[src/sv/mafe_pkg.sv]
package mafe_pkg;

  localparam int unsigned FRAME_CHARS = 55;
  localparam int unsigned IDX_W       = 6;
  localparam logic [IDX_W-1:0] IDX_ONE    = IDX_W'(1);
  localparam logic [IDX_W-1:0] LAST_IDX   = IDX_W'(FRAME_CHARS - 1);
  localparam logic [IDX_W-1:0] CR_IDX     = IDX_W'(FRAME_CHARS - 2);

  localparam logic [7:0]  CHAR_COLON = 8'h3A;
  localparam logic [7:0]  CHAR_CR    = 8'h0D;
  localparam logic [7:0]  CHAR_LF    = 8'h0A;

  localparam logic [7:0]  FUNC_CODE  = 8'h10;
  localparam logic [15:0] START_REG  = 16'h9900;
  localparam logic [15:0] REG_COUNT  = 16'h0009;
  localparam logic [7:0]  BYTE_COUNT = 8'h12;

  // Sum of the header bytes that never change (everything but the address)
  localparam logic [7:0] FIXED_SUM = FUNC_CODE + START_REG[15:8] + START_REG[7:0]
                                   + REG_COUNT[15:8] + REG_COUNT[7:0] + BYTE_COUNT;

  // Body byte positions that carry command data
  localparam logic [4:0] BYTE_ADDR     = 5'd0;
  localparam logic [4:0] BYTE_FUNC     = 5'd1;
  localparam logic [4:0] BYTE_START_HI = 5'd2;
  localparam logic [4:0] BYTE_START_LO = 5'd3;
  localparam logic [4:0] BYTE_CNT_HI   = 5'd4;
  localparam logic [4:0] BYTE_CNT_LO   = 5'd5;
  localparam logic [4:0] BYTE_BYTES    = 5'd6;
  localparam logic [4:0] BYTE_TGT_HI   = 5'd9;
  localparam logic [4:0] BYTE_TGT_LO   = 5'd10;
  localparam logic [4:0] BYTE_BAND_HI  = 5'd13;
  localparam logic [4:0] BYTE_BAND_LO  = 5'd14;
  localparam logic [4:0] BYTE_SPD_HI   = 5'd17;
  localparam logic [4:0] BYTE_SPD_LO   = 5'd18;
  localparam logic [4:0] BYTE_ACC_HI   = 5'd19;
  localparam logic [4:0] BYTE_ACC_LO   = 5'd20;
  localparam logic [4:0] BYTE_LRC      = 5'd25;

  typedef struct packed {
    logic [7:0]  station;
    logic [15:0] target_position;
    logic [15:0] position_band;
    logic [15:0] speed;
    logic [15:0] accel;
    logic [7:0]  lrc;
  } job_t;

  function automatic logic [7:0] hex_char(input logic [3:0] nib);
    logic [7:0] c;
    if (nib < 4'd10) begin
      c = 8'h30 + {4'd0, nib};
    end else begin
      c = 8'h37 + {4'd0, nib};
    end
    return c;
  endfunction

endpackage

[src/sv/mafe_cmd_if.sv]
interface mafe_cmd_if;
  logic        valid;
  logic        ready;
  logic [15:0] target_position;
  logic [15:0] position_band;
  logic [15:0] speed;
  logic [15:0] accel;

  modport source (output valid, output target_position, output position_band,
                  output speed, output accel, input ready);
  modport sink (input valid, input target_position, input position_band,
                input speed, input accel, output ready);
endinterface

[src/sv/mafe_char_if.sv]
interface mafe_char_if;
  logic       valid;
  logic       ready;
  logic [7:0] ascii_char;
  logic       last_char;

  modport source (output valid, output ascii_char, output last_char, input ready);
  modport sink (input valid, input ascii_char, input last_char, output ready);
endinterface

[src/sv/modbus_ascii_move_frame_encoder.sv]
// Channel  Dir  Beat                                          Accepted when
// cmd      in   target_position, position_band, speed, accel  cmd.valid && cmd.ready
// frame    out  ascii_char, last_char                         frame.valid && frame.ready
// cfg      in   cfg_wdata -> station_address (reset 1)        cfg_we
//
// Each command produces 55 characters, one per cycle while the sink is ready;
// the character serializer sets that rate.
// A taken command passes through the queue and the job register to the output.
// A two-entry command queue lets commands be taken while a frame is still going out.
// Reset is synchronous and clears the queue, the serializer and the output register.
// A stalled frame holds its character; the queue fills and then holds cmd.ready low.
module modbus_ascii_move_frame_encoder (
  input  logic        clk,
  input  logic        rst,
  input  logic        cfg_we,
  input  logic [7:0]  cfg_wdata,
  mafe_cmd_if.sink    cmd,
  mafe_char_if.source frame
);

  logic           [7:0] station;
  logic                 push;
  logic                 pop;
  logic                 q_full;
  logic                 q_nonempty;
  mafe_pkg::job_t       wr_job;
  mafe_pkg::job_t       rd_job;

  always_ff @(posedge clk) begin
    if (rst) begin
      station <= 8'd1;
    end else if (cfg_we) begin
      station <= cfg_wdata;
    end
  end

  mafe_front u_front (
    .cmd     (cmd),
    .station (station),
    .q_full  (q_full),
    .push    (push),
    .job     (wr_job)
  );

  mafe_queue u_queue (
    .clk      (clk),
    .rst      (rst),
    .push     (push),
    .wr_job   (wr_job),
    .full     (q_full),
    .pop      (pop),
    .nonempty (q_nonempty),
    .rd_job   (rd_job)
  );

  mafe_back u_back (
    .clk        (clk),
    .rst        (rst),
    .q_nonempty (q_nonempty),
    .q_job      (rd_job),
    .pop        (pop),
    .frame      (frame)
  );

endmodule

[src/sv/mafe_front.sv]
module mafe_front (
  mafe_cmd_if.sink    cmd,
  input  logic [7:0]  station,
  input  logic        q_full,
  output logic        push,
  output mafe_pkg::job_t job
);

  logic [7:0] sum;

  assign cmd.ready = !q_full;
  assign push      = cmd.valid && !q_full;

  // Add the variable bytes to the fixed header sum, then negate for the LRC
  always_comb begin
    sum = mafe_pkg::FIXED_SUM + station
        + cmd.target_position[15:8] + cmd.target_position[7:0]
        + cmd.position_band[15:8] + cmd.position_band[7:0]
        + cmd.speed[15:8] + cmd.speed[7:0]
        + cmd.accel[15:8] + cmd.accel[7:0];
    job.station         = station;
    job.target_position = cmd.target_position;
    job.position_band   = cmd.position_band;
    job.speed           = cmd.speed;
    job.accel           = cmd.accel;
    job.lrc             = 8'd0 - sum;
  end

endmodule

[src/sv/mafe_queue.sv]
module mafe_queue (
  input  logic           clk,
  input  logic           rst,
  input  logic           push,
  input  mafe_pkg::job_t wr_job,
  output logic           full,
  input  logic           pop,
  output logic           nonempty,
  output mafe_pkg::job_t rd_job
);

  mafe_pkg::job_t slots [2];
  logic       wr_ptr;
  logic       rd_ptr;
  logic [1:0] count;

  assign full     = (count == 2'd2);
  assign nonempty = (count != 2'd0);
  assign rd_job   = slots[rd_ptr];

  always_ff @(posedge clk) begin
    if (push) begin
      slots[wr_ptr] <= wr_job;
    end
  end

  always_ff @(posedge clk) begin
    if (rst) begin
      wr_ptr <= 1'b0;
      rd_ptr <= 1'b0;
      count  <= 2'd0;
    end else begin
      if (push) begin
        wr_ptr <= !wr_ptr;
      end
      if (pop) begin
        rd_ptr <= !rd_ptr;
      end
      case ({push, pop})
        2'b10:   count <= count + 2'd1;
        2'b01:   count <= count - 2'd1;
        default: count <= count;
      endcase
    end
  end

endmodule

[src/sv/mafe_back.sv]
module mafe_back (
  input  logic           clk,
  input  logic           rst,
  input  logic           q_nonempty,
  input  mafe_pkg::job_t q_job,
  output logic           pop,
  mafe_char_if.source    frame
);

  typedef enum logic {IDLE, EMIT} state_t;

  state_t                       state;
  mafe_pkg::job_t               job;
  logic [mafe_pkg::IDX_W-1:0]   idx;
  logic [mafe_pkg::IDX_W-1:0]   idx_m1;
  logic [4:0]                   byte_num;
  logic [7:0]                   byte_val;
  logic [7:0]                   char_next;
  logic                         advance;
  logic                         emit;
  logic                         at_last;

  assign advance = !frame.valid || frame.ready;
  assign emit    = (state == EMIT) && advance;
  assign at_last = (idx == mafe_pkg::LAST_IDX);
  assign pop     = q_nonempty && ((state == IDLE) || (emit && at_last));

  // Character k (1..52) shows body byte (k-1)/2, high nibble first
  assign idx_m1   = idx - mafe_pkg::IDX_ONE;
  assign byte_num = idx_m1[5:1];

  always_comb begin
    case (byte_num)
      mafe_pkg::BYTE_ADDR:     byte_val = job.station;
      mafe_pkg::BYTE_FUNC:     byte_val = mafe_pkg::FUNC_CODE;
      mafe_pkg::BYTE_START_HI: byte_val = mafe_pkg::START_REG[15:8];
      mafe_pkg::BYTE_START_LO: byte_val = mafe_pkg::START_REG[7:0];
      mafe_pkg::BYTE_CNT_HI:   byte_val = mafe_pkg::REG_COUNT[15:8];
      mafe_pkg::BYTE_CNT_LO:   byte_val = mafe_pkg::REG_COUNT[7:0];
      mafe_pkg::BYTE_BYTES:    byte_val = mafe_pkg::BYTE_COUNT;
      mafe_pkg::BYTE_TGT_HI:   byte_val = job.target_position[15:8];
      mafe_pkg::BYTE_TGT_LO:   byte_val = job.target_position[7:0];
      mafe_pkg::BYTE_BAND_HI:  byte_val = job.position_band[15:8];
      mafe_pkg::BYTE_BAND_LO:  byte_val = job.position_band[7:0];
      mafe_pkg::BYTE_SPD_HI:   byte_val = job.speed[15:8];
      mafe_pkg::BYTE_SPD_LO:   byte_val = job.speed[7:0];
      mafe_pkg::BYTE_ACC_HI:   byte_val = job.accel[15:8];
      mafe_pkg::BYTE_ACC_LO:   byte_val = job.accel[7:0];
      mafe_pkg::BYTE_LRC:      byte_val = job.lrc;
      default:                 byte_val = 8'h00;
    endcase

    if (idx == '0) begin
      char_next = mafe_pkg::CHAR_COLON;
    end else if (idx == mafe_pkg::CR_IDX) begin
      char_next = mafe_pkg::CHAR_CR;
    end else if (at_last) begin
      char_next = mafe_pkg::CHAR_LF;
    end else if (idx[0]) begin
      char_next = mafe_pkg::hex_char(byte_val[7:4]);
    end else begin
      char_next = mafe_pkg::hex_char(byte_val[3:0]);
    end
  end

  always_ff @(posedge clk) begin
    if (pop) begin
      job <= q_job;
    end
  end

  always_ff @(posedge clk) begin
    if (rst) begin
      state            <= IDLE;
      idx              <= '0;
      frame.valid      <= 1'b0;
      frame.ascii_char <= 8'h00;
      frame.last_char  <= 1'b0;
    end else begin
      if (advance) begin
        frame.valid <= emit;
      end
      if (emit) begin
        frame.ascii_char <= char_next;
        frame.last_char  <= at_last;
      end
      case (state)
        IDLE: begin
          if (pop) begin
            state <= EMIT;
            idx   <= '0;
          end
        end
        EMIT: begin
          if (emit) begin
            if (at_last) begin
              // chain straight into the next queued frame
              state <= pop ? EMIT : IDLE;
              idx   <= '0;
            end else begin
              idx <= idx + mafe_pkg::IDX_ONE;
            end
          end
        end
        default: begin
          state <= IDLE;
          idx   <= '0;
        end
      endcase
    end
  end

endmodule
[src/flat_wrapper.sv]
// flat-port wrapper written by rule: the top's interface ports become plain ports
module modbus_ascii_move_frame_encoder_flat 
  (clk, rst, cfg_we, cfg_wdata, cmd_valid, cmd_target_position, cmd_position_band, cmd_speed, cmd_accel, cmd_ready, frame_valid, frame_ascii_char, frame_last_char, frame_ready);
  mafe_cmd_if cmd_i ();
  mafe_char_if frame_i ();
  input  logic clk;
  input  logic rst;
  input  logic cfg_we;
  input  logic [7:0] cfg_wdata;
  input wire logic [$bits(cmd_i.valid)-1:0] cmd_valid;
  input wire logic [$bits(cmd_i.target_position)-1:0] cmd_target_position;
  input wire logic [$bits(cmd_i.position_band)-1:0] cmd_position_band;
  input wire logic [$bits(cmd_i.speed)-1:0] cmd_speed;
  input wire logic [$bits(cmd_i.accel)-1:0] cmd_accel;
  output wire logic [$bits(cmd_i.ready)-1:0] cmd_ready;
  output wire logic [$bits(frame_i.valid)-1:0] frame_valid;
  output wire logic [$bits(frame_i.ascii_char)-1:0] frame_ascii_char;
  output wire logic [$bits(frame_i.last_char)-1:0] frame_last_char;
  input wire logic [$bits(frame_i.ready)-1:0] frame_ready;
  assign cmd_i.valid = cmd_valid;
  assign cmd_i.target_position = cmd_target_position;
  assign cmd_i.position_band = cmd_position_band;
  assign cmd_i.speed = cmd_speed;
  assign cmd_i.accel = cmd_accel;
  assign cmd_ready = cmd_i.ready;
  assign frame_valid = frame_i.valid;
  assign frame_ascii_char = frame_i.ascii_char;
  assign frame_last_char = frame_i.last_char;
  assign frame_i.ready = frame_ready;
  modbus_ascii_move_frame_encoder u_core (.clk(clk), .rst(rst), .cfg_we(cfg_we), .cfg_wdata(cfg_wdata), .cmd(cmd_i), .frame(frame_i));
endmodule
[config.mk]
export PLATFORM = sky130hd
export DESIGN_NAME = modbus_ascii_move_frame_encoder_flat
export DESIGN_NICKNAME = d
export VERILOG_FILES = /design/src/sv/mafe_pkg.sv /design/src/sv/mafe_cmd_if.sv /design/src/sv/mafe_char_if.sv /design/src/sv/modbus_ascii_move_frame_encoder.sv /design/src/sv/mafe_front.sv /design/src/sv/mafe_queue.sv /design/src/sv/mafe_back.sv /design/src/flat_wrapper.sv
export SDC_FILE = /design/constraint.sdc
export NUM_CORES = 1
export LEC_CHECK = 0
export ABC_AREA = 0
export BUFFER_PORTS_ARGS = -buffer_cell sky130_fd_sc_hd__buf_4
export CAP_MARGIN = 25
export CORE_MARGIN = 2
export CORE_UTILIZATION = 57
export DETAILED_ROUTE_END_ITERATION = 16
export GPL_TIMING_DRIVEN = 0
export PLACE_DENSITY = 0.85
export SYNTH_ARGS = -nofsm -noshare
export SYNTH_HDL_FRONTEND = slang
export SYNTH_SLANG_ARGS = --single-unit
[constraint.sdc]
create_clock -name clk -period 8.3 [get_ports clk]
set_clock_uncertainty 0.2 [all_clocks]
set_input_delay 1.66 -clock clk [delete_from_list [all_inputs] [get_ports clk]]
set_output_delay 1.66 -clock clk [all_outputs]
set_load 0.03 [all_outputs]
==> run_results.csv <==
group,metric,value,unit
timing,max_freq,0.1793,GHz
floorplanning,start_util,0.5756,
timing,fin_ws,2.722,ns
pwr,total_power,5.501,mW
layout,antenna_cells,0,
layout,fin_nets,1116,
setup_path,crit_top_cell,"xnor2_1",
layout,area_delta_synth_final,16.09,%
outcome,status,"finished, final reports clean",
yosys,synth_top_area_frac,0.5791,
pwr,p_clk_frac,0.218,
setup_path,critical_path.cell_chain,"buf_4 > fa_1 > fa_1 > inv_1 > fa_1 > fa_1 > inv_1 > fa_1 > xnor2_1 > xnor2_1 > xnor2_1 > xnor2_1 > xnor2_1 > xnor2_1",
drt,wl,28400,µm
setup_path,crit_required,8.36,ns
yosys,postSynthCellCount,853,
timing,maxSlewViolCount,0,
floorplanning,core_area,21620,µm²
place,dp_hpwl,19630,µm
floorplanning,die-area,23030,µm²
setup_path,crit_path_start,"cmd_accel[5]",
setup_path,worst_r2r_path_depth,15,
drt,drt_first_iter_violations,682,
pwr,switching_share,0.3547,
setup_path,r2r-start,"u_core.u_back.idx[0]",
grt,grt_max_degree,51,
place,gp_routability_congestion,0.9550,
pwr,p_seq_frac,0.388,
floorplanning,dieHeight,151.8,µm
timing,min_period,5.578,ns
setup_path,worstPathArrival,5.63,ns
clock_tree,worstSkewPairLatency,0.53,ns
grt,grt_pass1_wl,43330,µm
setup_path,worstSetupEndpoint,"u_core.u_queue.slots[0][7]",
pwr,p_sw,1.952,mW
timing,finalCritPeriodShare,0.6720,
yosys,syn_area,12440,µm²
clock_tree,cts_resized,0,
layout,final_cell_mix,"edfxtp_1 (240), buf_4 (87), mux2_2 (80)",
setup_path,slowest_stage,"fa_1",
drt,avgViaCountPerCell,5.863,
yosys,synth-edff-count,240,
place,io_buffers,84,
timing,hold_viol,0,
setup_path,criticalPathCategory,"in2reg",
yosys,synth_area_leader_cell,"edfxtp_1",
pwr,p_comb_frac,0.394,
clock_tree,cts_setup_buffers,0,
yosys,synth.area.top_cells,"edfxtp_1 (58%), mux2_2 (7.2%), fa_1 (6.9%)",
clock_tree,cts_tree,"yes",
floorplanning,rows,54,
clock_tree,cts_hold_buf,0,
timing,tightest_slew,1.096,ns
drt,antenna_left,0,
clock_tree,clk_pin_slew,0.06,ns
clock_tree,cts.htree.levels,1,
layout,final_common_cell,"edfxtp_1",
floorplanning,ios,88,
setup_path,cp-start-kind,"input pin",
yosys,syn-num-nets,997,
yosys,synth_warnings,0,
yosys,synth_cell_type_count,77,
min_path,min_path_type,"reg2reg",
timing,setup_violations,0,
timing,rsz0062_at_grt,"false",
drt,wl_per_cell,22.32,µm
drt,drc,0,
place,place_ws,2.150,ns
yosys,ys_ff_latch,268,
grt,gr-total-overflow,0,
clock_tree,clock_path_buffers,3,
yosys,ys.flop_type,"edfxtp_1",
yosys,syn_area_per_cell,14.59,µm²
pwr,p_int,3.550,mW
setup_path,end_kind,"flip-flop",
timing,relSlewSlack,0.2691,
yosys,async_flop_share,0,
grt,grt_pass1_vias,7449,
clock_tree,cts_buffers,27,
setup_path,rrSetupSlack,3.37,ns
grt,antenna_found_initial,0,
pwr,power_density,380.8,nW/µm²
setup_path,max_stage_delay,0.57,ns
yosys,ys_seq_area_frac,0.6242,
drt,via_count,7458,
grt,track_usage,0.2561,
pwr,p_leak,5.397,nW
pwr,vdd_drop_max,0.2869,mV
floorplanning,die_x,151.8,µm
clock_tree,cts_sinks,268,
setup_path,rr_endpoint,"u_core.u_back.frame.ascii_char[2]",
setup_path,critPathMaxFanout,3,
layout,final_layout_size_suffix_gt1_frac,0.2550,
job,drv_cap,0,
clock_tree,cts_root_buffer,"clkbuf_16",
drt,first_pass_iters,5,
==> worst min-delay path by stage <==
stage / start / end / slack (ns) / cells past startpoint
2_1_floorplan: u_core.station[0] / u_core.u_queue.slots[0][72] / 0.24 / 0
3_3_place_gp: u_core.u_back.frame.ascii_char[6] / u_core.u_back.frame.ascii_char[6] / 0.25 / 2
3_5_place_dp: u_core.u_back.frame.ascii_char[6] / u_core.u_back.frame.ascii_char[6] / 0.26 / 2
4_1_cts: u_core.u_back.frame.ascii_char[6] / u_core.u_back.frame.ascii_char[6] / 0.27 / 2
5_1_grt: u_core.station[4] / u_core.u_queue.slots[1][76] / 0.30 / 0
6_report: u_core.u_back.frame.ascii_char[6] / u_core.u_back.frame.ascii_char[6] / 0.26 / 2
==> synthesized netlist by cell type (4+ instances only) <==
master / number
a21oi_1: 21
mux2_2: 80
nand3_1: 20
a31oi_1: 8
inv_1: 79
nand2_1: 43
edfxtp_1: 240
buf_2: 10
nor2b_1: 7
a221o_1: 5
o21ai_0: 24
clkbuf_1: 20
fa_1: 43
nor2_1: 36
a22oi_1: 4
xnor2_1: 22
a32oi_1: 9
nor3_1: 9
nand2b_1: 9
nand4_1: 5
ha_1: 24
dfxtp_1: 28
and3_1: 10
xor2_1: 13
mux2i_1: 10
==> per-stage QoR <==
step                      TNS [ns]  cells    util  area [µm²]  hold WS [ns]
final                            0   1272  0.6682       14450        0.2607
after detailed placement         0   1223  0.6281       13580        0.2584
after global routing             0   1272  0.6682       14450        0.3019
after floorplan                  0    853       -       12440        0.2438
after CTS                        0   1272  0.6682       14450        0.2672
after global placement      -11.73   1217  0.6209       13430        0.2463
==> logic make-up after synthesis <==
logic type,Yosys count,synth area share
buffers and inverters,116,0.03871
AO/OA/AOI/OAI,111,0.06505
other,1,0.0003013
adder cells (fa/ha/maj),67,0.09330
AND/OR/NAND/NOR,165,0.07340
multiplexers,90,0.08043
flip-flops,268,0.6242
XOR/XNOR,35,0.02463
==> per-layer routing <==
metal | track usage | wire length [µm]
met5 | 0 | 0
met4 | 0.08611 | 960
met3 | 0.03353 | 1911
met2 | 0.4268 | 14120
met1 | 0.3527 | 11400
==> registers in the layout (all words and copies together) (netlist names) <==
signal / cells
u_core.u_queue.slots: 160
u_core.u_back.job: 80
u_core.station: 8
u_core.u_back.frame.ascii_char: 7
u_core.u_back.idx: 6
u_core.u_queue.count: 2
u_core.u_back.frame.last_char: 1
u_core.u_back.frame.valid: 1
u_core.u_back.state: 1
u_core.u_queue.rd_ptr: 1
u_core.u_queue.wr_ptr: 1
==> area by class of cell <==
class	count	area [µm²]
repair buffers	90	765.7
flip-flops and latches	268	7767
multi-input cells	469	4215
plain buffers	37	185.2
inverters	79	296.5
fillers	1492	7174
well taps	280	350.3
clock buffers	33	698.2
clock inverters	16	167.7
==> worst max-delay path: cells and delay by family <==
kind	cells	cell delay (ns)
fa+ha+maj	5	2.60
xor+xnor	6	1.12
buf+inv	3	0.24
==> power groups by stage <==
stage / registers, mW / logic (mW) / clock network, mW
3_3_place_gp: 2.21 / 1.98 / 0
2_1_floorplan: 2.13 / 1.47 / 0
4_1_cts: 2.13 / 2.15 / 1.21
5_1_grt: 2.15 / 2.36 / 1.26
3_5_place_dp: 2.16 / 2.12 / 0
6_report: 2.13 / 2.17 / 1.20
No activity file was read; power rests on OpenSTA's default activity.
